**config.mk**
```make
export PLATFORM = sky130hd
export DESIGN_NAME = point_in_polygon_crossing_test_unit_flat
export DESIGN_NICKNAME = d
export VERILOG_FILES = /design/src/sv/pipct_pkg.sv /design/src/sv/pipct_vtx_if.sv /design/src/sv/pipct_res_if.sv /design/src/sv/point_in_polygon_crossing_test_unit.sv /design/src/sv/pipct_front.sv /design/src/sv/pipct_queue.sv /design/src/sv/pipct_back.sv /design/src/flat_wrapper.sv
export SDC_FILE = /design/constraint.sdc
export NUM_CORES = 2
export LEC_CHECK = 0
export ABC_AREA = 0
export BUFFER_PORTS_ARGS = -buffer_cell sky130_fd_sc_hd__buf_2
export CORE_UTILIZATION = 40
export CTS_CLUSTER_DIAMETER = 150
export DETAILED_ROUTE_END_ITERATION = 10
export SYNTH_ARGS = -nofsm -noshare
export SYNTH_HDL_FRONTEND = slang
export SYNTH_SLANG_ARGS = --single-unit
```
**constraint.sdc**
```tcl
create_clock -name i_clk -period 8.5 [get_ports i_clk]
set_input_delay 1.7 -clock i_clk [delete_from_list [all_inputs] [get_ports i_clk]]
set_output_delay 1.7 -clock i_clk [all_outputs]
set_load 0.1 [all_outputs]
```
**src/sv/pipct_pkg.sv**
```systemverilog
// Shared types and constants for the point-in-polygon crossing test.
`timescale 1ns / 1ps
package pipct_pkg;

    typedef enum logic {
        CFG_QUERY_X = 1'b0,
        CFG_QUERY_Y = 1'b1
    } t_cfg_idx;

    localparam int NUM_EDGES  = 2;
    localparam int EDGE_OPEN  = 0;
    localparam int EDGE_CLOSE = 1;

    typedef struct packed {
        logic direct;
        logic straddle;
        logic down;
    } t_edge_flags;

    typedef struct packed {
        logic toggle;
        logic hit;
    } t_edge_verdict;

endpackage

```
**src/sv/pipct_vtx_if.sv**
```systemverilog
// Vertex channel: valid/ready handshake with one polygon vertex per word.
`timescale 1ns / 1ps
interface pipct_vtx_if #(
    parameter int COORD_BITS = 16
);
    logic                         valid;
    logic                         ready;
    logic signed [COORD_BITS-1:0] vertex_x;
    logic signed [COORD_BITS-1:0] vertex_y;
    logic                         last_vertex;

    modport source (output valid, output vertex_x, output vertex_y, output last_vertex,
                    input ready);
    modport sink   (input valid, input vertex_x, input vertex_y, input last_vertex,
                    output ready);
endinterface

```
**src/sv/pipct_res_if.sv**
```systemverilog
// Result channel: valid/ready handshake with one polygon verdict per word.
`timescale 1ns / 1ps
interface pipct_res_if;
    logic valid;
    logic ready;
    logic inside_res;
    logic on_contour;

    modport source (output valid, output inside_res, output on_contour, input ready);
    modport sink   (input valid, input inside_res, input on_contour, output ready);
endinterface

```
**src/sv/point_in_polygon_crossing_test_unit.sv**
```systemverilog
// The last vertex passes the edge queue, the difference and product registers, then the verdict register.
// Throughput: one vertex per cycle while the four-word edge queue has room; it decouples intake from evaluation.
// Each word tests the incoming edge and, on the last vertex, the closing edge, in parallel.
// Reset clears the polygon state, the queue and the output; the query point resets to zero.
`timescale 1ns / 1ps
module point_in_polygon_crossing_test_unit #(
    parameter int COORD_BITS  = 16,
    parameter int QUEUE_DEPTH = 4
) (
    input  logic                    i_clk,
    input  logic                    i_rst_n,
    pipct_vtx_if.sink               i_vtx,
    pipct_res_if.source             o_res,
    input  logic                    i_cfg_we,
    input  pipct_pkg::t_cfg_idx     i_cfg_idx,
    input  logic [COORD_BITS-1:0]   i_cfg_data
);
    import pipct_pkg::*;

    localparam int WW = 6 * COORD_BITS + 2;

    logic signed [COORD_BITS-1:0] r_query_x;
    logic signed [COORD_BITS-1:0] r_query_y;
    logic                         push;
    logic                         pop;
    logic                         full;
    logic                         empty;
    logic [WW-1:0]                push_word;
    logic [WW-1:0]                head_word;

    always_ff @(posedge i_clk) begin
        if (!i_rst_n) begin
            r_query_x <= '0;
            r_query_y <= '0;
        end else if (i_cfg_we) begin
            case (i_cfg_idx)
                CFG_QUERY_X: r_query_x <= i_cfg_data;
                CFG_QUERY_Y: r_query_y <= i_cfg_data;
                default: ;
            endcase
        end
    end

    pipct_front #(
        .COORD_BITS (COORD_BITS)
    ) u_front (
        .i_clk   (i_clk),
        .i_rst_n (i_rst_n),
        .i_vtx   (i_vtx),
        .i_full  (full),
        .o_push  (push),
        .o_word  (push_word)
    );

    pipct_queue #(
        .WIDTH (WW),
        .DEPTH (QUEUE_DEPTH)
    ) u_queue (
        .i_clk   (i_clk),
        .i_rst_n (i_rst_n),
        .i_push  (push),
        .i_data  (push_word),
        .i_pop   (pop),
        .o_data  (head_word),
        .o_empty (empty),
        .o_full  (full)
    );

    pipct_back #(
        .COORD_BITS (COORD_BITS)
    ) u_back (
        .i_clk     (i_clk),
        .i_rst_n   (i_rst_n),
        .i_word    (head_word),
        .i_empty   (empty),
        .o_pop     (pop),
        .i_query_x (r_query_x),
        .i_query_y (r_query_y),
        .o_res     (o_res)
    );
endmodule

```
**src/sv/pipct_front.sv**
```systemverilog
// Front end: takes vertices, tracks first and previous vertex, forms edge words.
`timescale 1ns / 1ps
module pipct_front #(
    parameter int COORD_BITS = 16
) (
    input  logic                    i_clk,
    input  logic                    i_rst_n,
    pipct_vtx_if.sink               i_vtx,
    input  logic                    i_full,
    output logic                    o_push,
    output logic [6*COORD_BITS+1:0] o_word
);
    localparam int CW = COORD_BITS;

    logic                 r_have;
    logic signed [CW-1:0] r_first_x;
    logic signed [CW-1:0] r_first_y;
    logic signed [CW-1:0] r_prev_x;
    logic signed [CW-1:0] r_prev_y;
    logic signed [CW-1:0] first_x_sel;
    logic signed [CW-1:0] first_y_sel;

    assign i_vtx.ready = !i_full;
    assign o_push      = i_vtx.valid && !i_full;

    always_comb begin
        first_x_sel = r_have ? r_first_x : i_vtx.vertex_x;
        first_y_sel = r_have ? r_first_y : i_vtx.vertex_y;
        o_word      = {r_prev_x, r_prev_y, i_vtx.vertex_x, i_vtx.vertex_y,
                       first_x_sel, first_y_sel, r_have, i_vtx.last_vertex};
    end

    always_ff @(posedge i_clk) begin
        if (!i_rst_n) begin
            r_have <= 1'b0;
        end else if (o_push) begin
            r_have <= !i_vtx.last_vertex;
        end
    end

    always_ff @(posedge i_clk) begin
        if (o_push) begin
            if (!r_have) begin
                r_first_x <= i_vtx.vertex_x;
                r_first_y <= i_vtx.vertex_y;
            end
            r_prev_x <= i_vtx.vertex_x;
            r_prev_y <= i_vtx.vertex_y;
        end
    end
endmodule

```
**src/sv/pipct_queue.sv**
```systemverilog
// Short first-in first-out queue of edge words between front and back end.
`timescale 1ns / 1ps
module pipct_queue #(
    parameter int WIDTH = 98,
    parameter int DEPTH = 4
) (
    input  logic             i_clk,
    input  logic             i_rst_n,
    input  logic             i_push,
    input  logic [WIDTH-1:0] i_data,
    input  logic             i_pop,
    output logic [WIDTH-1:0] o_data,
    output logic             o_empty,
    output logic             o_full
);
    localparam int AW = $clog2(DEPTH);

    logic [WIDTH-1:0] r_mem [DEPTH];
    logic [AW:0]      r_wp;
    logic [AW:0]      r_rp;

    assign o_empty = (r_wp == r_rp);
    assign o_full  = (r_wp[AW-1:0] == r_rp[AW-1:0]) && (r_wp[AW] != r_rp[AW]);
    assign o_data  = r_mem[r_rp[AW-1:0]];

    always_ff @(posedge i_clk) begin
        if (!i_rst_n) begin
            r_wp <= '0;
            r_rp <= '0;
        end else begin
            if (i_push) begin
                r_wp <= r_wp + 1'b1;
            end
            if (i_pop) begin
                r_rp <= r_rp + 1'b1;
            end
        end
    end

    always_ff @(posedge i_clk) begin
        if (i_push) begin
            r_mem[r_wp[AW-1:0]] <= i_data;
        end
    end
endmodule

```
**src/sv/pipct_back.sv**
```systemverilog
// Back end: classify both edges, form cross products, fold parity and emit verdict.
`timescale 1ns / 1ps
module pipct_back #(
    parameter int COORD_BITS = 16
) (
    input  logic                           i_clk,
    input  logic                           i_rst_n,
    input  logic [6*COORD_BITS+1:0]        i_word,
    input  logic                           i_empty,
    output logic                           o_pop,
    input  logic signed [COORD_BITS-1:0]   i_query_x,
    input  logic signed [COORD_BITS-1:0]   i_query_y,
    pipct_res_if.source                    o_res
);
    import pipct_pkg::*;

    localparam int CW = COORD_BITS;
    localparam int DW = CW + 1;
    localparam int PW = 2 * CW + 2;

    logic signed [CW-1:0] w_px, w_py, w_cx, w_cy, w_fx, w_fy;
    logic                 w_has_a, w_last;

    logic signed [CW-1:0] x1 [NUM_EDGES];
    logic signed [CW-1:0] y1 [NUM_EDGES];
    logic signed [CW-1:0] x2 [NUM_EDGES];
    logic signed [CW-1:0] y2 [NUM_EDGES];
    logic                 en [NUM_EDGES];
    t_edge_flags          flags [NUM_EDGES];

    logic                 r_s1_valid;
    logic                 r_s1_last;
    t_edge_flags          r_s1_flags [NUM_EDGES];
    logic signed [DW-1:0] r_dx  [NUM_EDGES];
    logic signed [DW-1:0] r_dqy [NUM_EDGES];
    logic signed [DW-1:0] r_dy  [NUM_EDGES];
    logic signed [DW-1:0] r_dqx [NUM_EDGES];

    logic                 r_s2_valid;
    logic                 r_s2_last;
    t_edge_flags          r_s2_flags [NUM_EDGES];
    logic signed [PW-1:0] r_p1 [NUM_EDGES];
    logic signed [PW-1:0] r_p2 [NUM_EDGES];

    t_edge_verdict        verdict [NUM_EDGES];
    logic                 adv;
    logic                 n_par;
    logic                 n_hit;
    logic                 r_par;
    logic                 r_hit;
    logic                 r_out_valid;
    logic                 r_inside;
    logic                 r_on;

    assign {w_px, w_py, w_cx, w_cy, w_fx, w_fy, w_has_a, w_last} = i_word;

    assign adv   = !r_out_valid || o_res.ready;
    assign o_pop = adv && !i_empty;

    always_comb begin
        x1[EDGE_OPEN]  = w_px;
        y1[EDGE_OPEN]  = w_py;
        x2[EDGE_OPEN]  = w_cx;
        y2[EDGE_OPEN]  = w_cy;
        en[EDGE_OPEN]  = w_has_a;
        x1[EDGE_CLOSE] = w_cx;
        y1[EDGE_CLOSE] = w_cy;
        x2[EDGE_CLOSE] = w_fx;
        y2[EDGE_CLOSE] = w_fy;
        en[EDGE_CLOSE] = w_last;
    end

    always_comb begin
        for (int i = 0; i < NUM_EDGES; i++) begin
            logic span, left, right;
            span = ((y1[i] < i_query_y) && (i_query_y <= y2[i])) ||
                   ((y2[i] < i_query_y) && (i_query_y <= y1[i]));
            left  = (x1[i] <= i_query_x) && (x2[i] <= i_query_x);
            right = (i_query_x <= x1[i]) && (i_query_x <= x2[i]);
            flags[i].direct   = en[i] && span && left;
            flags[i].straddle = en[i] && span && !left && !right;
            flags[i].down     = y1[i] > y2[i];
        end
    end

    always_ff @(posedge i_clk) begin
        if (!i_rst_n) begin
            r_s1_valid <= 1'b0;
            r_s2_valid <= 1'b0;
        end else if (adv) begin
            r_s1_valid <= !i_empty;
            r_s2_valid <= r_s1_valid;
        end
    end

    always_ff @(posedge i_clk) begin
        if (adv) begin
            r_s1_last <= w_last;
            r_s2_last <= r_s1_last;
            for (int i = 0; i < NUM_EDGES; i++) begin
                r_s1_flags[i] <= flags[i];
                r_dx[i]       <= DW'(x2[i]) - DW'(x1[i]);
                r_dqy[i]      <= DW'(i_query_y) - DW'(y1[i]);
                r_dy[i]       <= DW'(y2[i]) - DW'(y1[i]);
                r_dqx[i]      <= DW'(i_query_x) - DW'(x1[i]);
                r_s2_flags[i] <= r_s1_flags[i];
                r_p1[i]       <= PW'(r_dx[i]) * PW'(r_dqy[i]);
                r_p2[i]       <= PW'(r_dy[i]) * PW'(r_dqx[i]);
            end
        end
    end

    always_comb begin
        for (int i = 0; i < NUM_EDGES; i++) begin
            logic eq, gt;
            eq = (r_p1[i] == r_p2[i]);
            gt = (r_p1[i] > r_p2[i]);
            verdict[i].hit    = r_s2_flags[i].straddle && eq;
            verdict[i].toggle = r_s2_flags[i].direct ||
                                (r_s2_flags[i].straddle && !eq && (gt == r_s2_flags[i].down));
        end
        n_par = r_par ^ verdict[EDGE_OPEN].toggle ^ verdict[EDGE_CLOSE].toggle;
        n_hit = r_hit | verdict[EDGE_OPEN].hit | verdict[EDGE_CLOSE].hit;
    end

    always_ff @(posedge i_clk) begin
        if (!i_rst_n) begin
            r_par       <= 1'b0;
            r_hit       <= 1'b0;
            r_out_valid <= 1'b0;
        end else if (adv) begin
            r_out_valid <= r_s2_valid && r_s2_last;
            if (r_s2_valid) begin
                r_par <= r_s2_last ? 1'b0 : n_par;
                r_hit <= r_s2_last ? 1'b0 : n_hit;
            end
        end
    end

    always_ff @(posedge i_clk) begin
        if (adv && r_s2_valid && r_s2_last) begin
            r_inside <= n_par || n_hit;
            r_on     <= n_hit;
        end
    end

    assign o_res.valid      = r_out_valid;
    assign o_res.inside_res = r_inside;
    assign o_res.on_contour = r_on;
endmodule

```
**src/flat_wrapper.sv**
```systemverilog
// flat-port wrapper written by rule: the top's interface ports become plain ports
module point_in_polygon_crossing_test_unit_flat import pipct_pkg::*;
#(
    parameter int COORD_BITS  = 16,
    parameter int QUEUE_DEPTH = 4
)
  (i_clk, i_rst_n, i_cfg_we, i_cfg_idx, i_cfg_data, i_vtx_valid, i_vtx_vertex_x, i_vtx_vertex_y, i_vtx_last_vertex, i_vtx_ready, o_res_valid, o_res_inside_res, o_res_on_contour, o_res_ready);
  pipct_vtx_if #(.COORD_BITS(COORD_BITS)) i_vtx_i ();
  pipct_res_if o_res_i ();
  input  logic i_clk;
  input  logic i_rst_n;
  input  logic i_cfg_we;
  input  pipct_pkg::t_cfg_idx i_cfg_idx;
  input  logic [COORD_BITS-1:0] i_cfg_data;
  input wire logic [$bits(i_vtx_i.valid)-1:0] i_vtx_valid;
  input wire logic [$bits(i_vtx_i.vertex_x)-1:0] i_vtx_vertex_x;
  input wire logic [$bits(i_vtx_i.vertex_y)-1:0] i_vtx_vertex_y;
  input wire logic [$bits(i_vtx_i.last_vertex)-1:0] i_vtx_last_vertex;
  output wire logic [$bits(i_vtx_i.ready)-1:0] i_vtx_ready;
  output wire logic [$bits(o_res_i.valid)-1:0] o_res_valid;
  output wire logic [$bits(o_res_i.inside_res)-1:0] o_res_inside_res;
  output wire logic [$bits(o_res_i.on_contour)-1:0] o_res_on_contour;
  input wire logic [$bits(o_res_i.ready)-1:0] o_res_ready;
  assign i_vtx_i.valid = i_vtx_valid;
  assign i_vtx_i.vertex_x = i_vtx_vertex_x;
  assign i_vtx_i.vertex_y = i_vtx_vertex_y;
  assign i_vtx_i.last_vertex = i_vtx_last_vertex;
  assign i_vtx_ready = i_vtx_i.ready;
  assign o_res_valid = o_res_i.valid;
  assign o_res_inside_res = o_res_i.inside_res;
  assign o_res_on_contour = o_res_i.on_contour;
  assign o_res_i.ready = o_res_ready;
  point_in_polygon_crossing_test_unit #(.COORD_BITS(COORD_BITS), .QUEUE_DEPTH(QUEUE_DEPTH)) u_core (.i_clk(i_clk), .i_rst_n(i_rst_n), .i_vtx(i_vtx_i), .o_res(o_res_i), .i_cfg_we(i_cfg_we), .i_cfg_idx(i_cfg_idx), .i_cfg_data(i_cfg_data));
endmodule
```
# Word level (Yosys, flattened, before mapping)
# Memory sizes are Yosys's and may differ from the RTL's. A register that Yosys moved wholly into a read port is not among the register bits.
# Index checks and enable logic that the tools add are counted.
[totals]
ramBits = 676
mem_count = 9
in_bits = 55
wordCells = 126
out_inout_bits = 4
ff_bits = 112
[op_classes]
magnitude_cmp = 16
n_mul = 4
eq_ne = 7
bitwise = 5
n_addsub = 10
reduce_logical = 47
mux = 10
[mem_list]
columns = ["memory", "words", "width", "rd", "rd_ports_with_merged_regs", "write_ports", "line_no", "source"]
rows = [
  ["u_core.u_queue.r_mem", 4, 98, 1, 1, 1, "pipct_queue.sv:18", "logic [WIDTH-1:0] r_mem [DEPTH];"],
  ["u_core.u_back.r_p1", 2, 34, 2, 0, 2, "pipct_back.sv:42", "logic signed [PW-1:0] r_p1 [NUM_EDGES];"],
  ["u_core.u_back.r_p2", 2, 34, 2, 0, 2, "pipct_back.sv:43", "logic signed [PW-1:0] r_p2 [NUM_EDGES];"],
  ["u_core.u_back.r_dqx", 2, 17, 2, 0, 2, "pipct_back.sv:37", "logic signed [DW-1:0] r_dqx [NUM_EDGES];"],
  ["u_core.u_back.r_dqy", 2, 17, 2, 0, 2, "pipct_back.sv:35", "logic signed [DW-1:0] r_dqy [NUM_EDGES];"],
  ["u_core.u_back.r_dx", 2, 17, 2, 0, 2, "pipct_back.sv:34", "logic signed [DW-1:0] r_dx [NUM_EDGES];"],
  ["+3 memories", "--", "--", "--", "--", "--", "--", ""],
]
[op_table]
columns = ["cell", "count"]
rows = [
  ["less-or-equal comparator 16 bit", 9],
  ["multiplier 17 x 17 -> 34 bit", 4],
  ["subtractor 16 x 16 -> 17 bit", 8],
  ["equality test 34 bit", 2],
  ["greater-than comparator 34 bit", 2],
  ["less-than comparator 16 bit", 3],
  ["greater-than comparator 16 bit", 2],
  ["two-way mux 16 bit", 2],
  ["logical AND 1 bit", 28],
  ["logical NOT 1 bit", 10],
  ["adder 3 x 1 -> 3 bit (second input constant)", 2],
  ["logical OR 1 bit", 6],
  ["two-way mux 1 bit", 6],
  ["AND reduction 2 bit", 3],
  ["two-way mux 2 bit", 2],
  ["equality test 3 bit", 1],
  ["equality test 1 bit", 2],
  ["equality test 2 bit", 1],
  ["OR 1 bit", 2],
  ["bitwise XOR 1 bit", 2],
  ["inequality test 1 bit", 1],
  ["inverter 1 bit", 1],
]

# Longest topological paths before layout
[logic_depth]
ltp_word = 8
mapped_depth = 25
ltp_nobuf = 24

# Cells and area by module
# Synthesis repeated with hierarchy kept, for this count alone.
[hier_totals]
hier_cells = 7086
hier_area_um2 = 79316.1
[by_module_without_submodules]
columns = ["module", "seq_area_each_um2", "cells_per_inst", "n_inst", "area_per_inst_um2"]
rows = [
  ["pipct_back", 8748.4, 6271, 1, 60783.3],
  ["pipct_queue", 11931.4, 553, 1, 14528.9],
  ["pipct_front", 1941.9, 139, 1, 2765.2],
  ["point_in_polygon_crossing_test_unit", 640.6, 123, 1, 1238.7],
]

# Worst setup path before layout
# OpenSTA, ideal clock, no wires.
[synth_timing]
path_type = "in2reg"
from = "input port o_res_ready"
to = "register u_core.u_back.r_par"
setup_time_ps = 65
path_buffers = 0
path_stages = 6
path_slack_ps = -400
arrival_time_ps = 8834
required_ps = 8435
path_cell_list = "nor2b_1 -> inv_1 -> nand2_1 -> nor4b_1 -> a31oi_1 -> nand4b_1"
[synth_via]
elab_chain_len = 2
[synth_rtl]
columns = ["item", "line_no", "source"]
rows = [
  ["from (decl)", "flat_wrapper.sv:23", "input wire logic [$bits(o_res_i.ready)-1:0] o_res_ready;"],
  ["logical OR 1 bit", "pipct_back.sv:57", "assign adv = !r_out_valid || o_res.ready;"],
  ["AND reduction 2 bit (no line)", "--", ""],
  ["to (signal assigned)", "pipct_back.sv:134", "r_par <= r_s2_last ? 1'b0 : n_par;"],
  ["to (decl)", "pipct_back.sv:49", "logic r_par;"],
]
# No other way between the ends.
# A chain may end at the register's enable or synchronous reset.

==> out/qor.txt <==
commonest register cell after synthesis - edfxtp_1
grt met1 use - 28.2%
async set-reset flop share out of synthesis - 0%
CTS Hold Bufs - 0
worst skew pair latency - 0.71 ns
Root Driver - clkbuf_16
max-cap violations - 0
met2 Use GR - 33.5%
first-pass GRT wire length - 306000 um
cells after synthesis - 7016
# H-tree levels - 3
status - completed
CP Class - flop to flop
post-synthesis sequential area ratio - 29.6%
Post-DRT Antenna Nets - 0
Synth Area per Inst - 11.2 sq um
Achievable Freq - 140 MHz
fin nets - 8831
fin. max-slew vios - 0
overall routed net length - 195000 um
largest net degree at the start of global routing - 154
vias in the first global route - 51.6k
setup TNS - 0 ns
GP Congestion - 0.919
Period minus WS final - 7.14 ns
routed vias/inst - 5.08
Final setup violation count - 0
WP data arrival - 7.57 ns
Die ar. - 198000 sq um
DRC - 0
Initial Utilization - 40.3%
GRT Util Overall - 20.2%
slew margin rel. - 34.1%
Bufs on Longest Clock Path - 3
syn_nets - 8842
Vias - 49.3k
Netlist cell types - 75
most frequent cells in the layout - inv_1, fa_1, edfxtp_1
cell row count - 162
worst slew pin tran - 0.989 ns
fill cell count - 18.2k
post-DR wirelength/cell - 20.1 um
CTS Buf Count - 84
Layout area overhead - 7.56%
mapped cell area - 78500 sq um
die height - 445 um
Post-synth EDFFs - 744
initial antenna violation count - 19
grt met3 use - 2.04%
#FFs+latches synth - 790
I/O pin total - 59
CTS tree - done
skew final - 0.0519 ns
fin crit share - 84.0%
hpwl dp - 157000 um
Crit path required time - 8.94 ns
startpoint types - flop
share of layout cells above drive strength 1 - 5.46%
RSZ-0062 raised after global routing - false
IO buf count - 58
Die W - 445 um
Setup Buffers After CTS - 0
gr ovfl total - 0
core area - 195000 sq um
PostCTS Resize Cnt - 0
Sinks on Clock Net - 790
most common cell after layout, fill and taps aside - inv_1
Synth Warn # - 0
busiest metal layer after global routing - met2
Pre-antenna DRT Iters - 5
min-delay worst type - flop to flop
DRT iter0 DRCs - 3333
clock transition at the registers of the reported paths - 0.06 ns
CP endpoint kind - flop
endpoints failing hold - 0
CP Max Fanout - 17
-- critical path, stage by stage (launching register included) --
cell and delay (ns):
edfxtp_1 0.83, nand2_1 0.19, fa_1 0.58, inv_1 0.06, fa_1 0.49, fa_1 0.60
fa_1 0.44, fa_1 0.49, inv_1 0.05, fa_1 0.47, inv_1 0.04, ha_1 0.36
a21o_1 0.21, a21oi_1 0.19, o21a_1 0.15, o21ai_1 0.10, o21ai_0 0.49, o21ai_1 0.29
a21boi_0 0.46, o21ai_0 0.16, a21oi_1 0.19, xnor2_1 0.07
-- metrics by stage --
step | cells | hold slack [ns] | util (%) | instance area, sq um | setup WS, ns
after floorplan | 7016 | 0.400 | - | 78500 | 1.39
after global placement | 9543 | 0.405 | 41.9 | 81600 | 1.52
after detailed placement | 9543 | 0.406 | 41.9 | 81600 | 1.41
after CTS | 9697 | 0.420 | 43.3 | 84400 | 1.43
after global routing | 9701 | 0.430 | 43.3 | 84400 | 0.966
final | 9702 | 0.421 | 43.3 | 84400 | 1.36
-- cell usage after synthesis (98+ instances only) --
cell type,instances,area share (%)
nand2_1,677,3.2
o21ai_0,115,0.73
clkbuf_1,175,0.84
ha_1,579,9.2
and2_1,600,4.8
inv_1,1449,6.9
fa_1,1192,30
nor2_1,193,0.92
edfxtp_1,744,28
a21oi_1,176,1.1
xnor2_1,179,2.0
mux4_2,98,2.8
-- cells by family after synthesis --
| family | Yosys count | share of synthesized area [%] |
|---|---|---|
| and+or+nand+nor | 1803 | 11.5 |
| adders and majority gates | 1771 | 39.6 |
| buffers and inverters | 1636 | 7.83 |
| DFF | 790 | 29.6 |
| AOI/OAI and AO/OA | 641 | 5.35 |
| xor gates and xnor gates | 239 | 2.67 |
| muxes | 136 | 3.35 |
-- final timing paths --
kind | end | start | cells past startpoint | slack (ns)
max reg2reg | u_core.u_back.r_p2[0][33] | u_core.u_back.r_dqx[0][8] | 21 | 1.36
min reg2reg | u_core.u_back.r_s2_flags[0][1] | u_core.u_back.r_s1_flags[0][1] | 0 | 0.42
min | u_core.u_back.r_s2_flags[0][1] | u_core.u_back.r_s1_flags[0][1] | 0 | 0.42
max | u_core.u_back.r_p2[0][33] | u_core.u_back.r_dqx[0][8] | 21 | 1.36
-- sequential cells by signal, indices dropped and copies added (netlist names), 3 cells and up, named ones only --
name                      count
u_core.u_queue.r_mem        392
u_core.u_back.r_p1           68
u_core.u_back.r_p2           68
u_core.u_back.r_dqx          34
u_core.u_back.r_dqy          34
u_core.u_back.r_dx           34
u_core.u_back.r_dy           34
u_core.r_query_x             16
u_core.r_query_y             16
u_core.u_front.r_first_x     16
u_core.u_front.r_first_y     16
u_core.u_front.r_prev_x      16
u_core.u_front.r_prev_y      16
u_core.u_back.r_s1_flags      6
u_core.u_back.r_s2_flags      6
u_core.u_queue.r_rp           3
u_core.u_queue.r_wp           3
-- final cells by class --
cell class              count  area, sq um  share of cell area (%)
diodes                      5         12.5                  0.0148
multi-input cells        4590        49100                    58.2
repair buffers             90          543                   0.643
flip-flops and latches    790        23300                    27.6
clock inverters            56          573                   0.679
well taps                2624         3280                    3.89
inverters                1449         5440                    6.45
clock buffers              98         2190                    2.59
-- routing by layer --
metal | part of all wire, % | up-vias
li1 | - | 22300
met1 | 44 | 25500
met2 | 48 | 1208
met3 | 4.9 | 228
met4 | 2.5 | 6
met5 | 0.020 | -
Power is left out: the tool's default activity adds up to more than one toggle a clock period on the data nets, which glitch-free logic cannot reach.
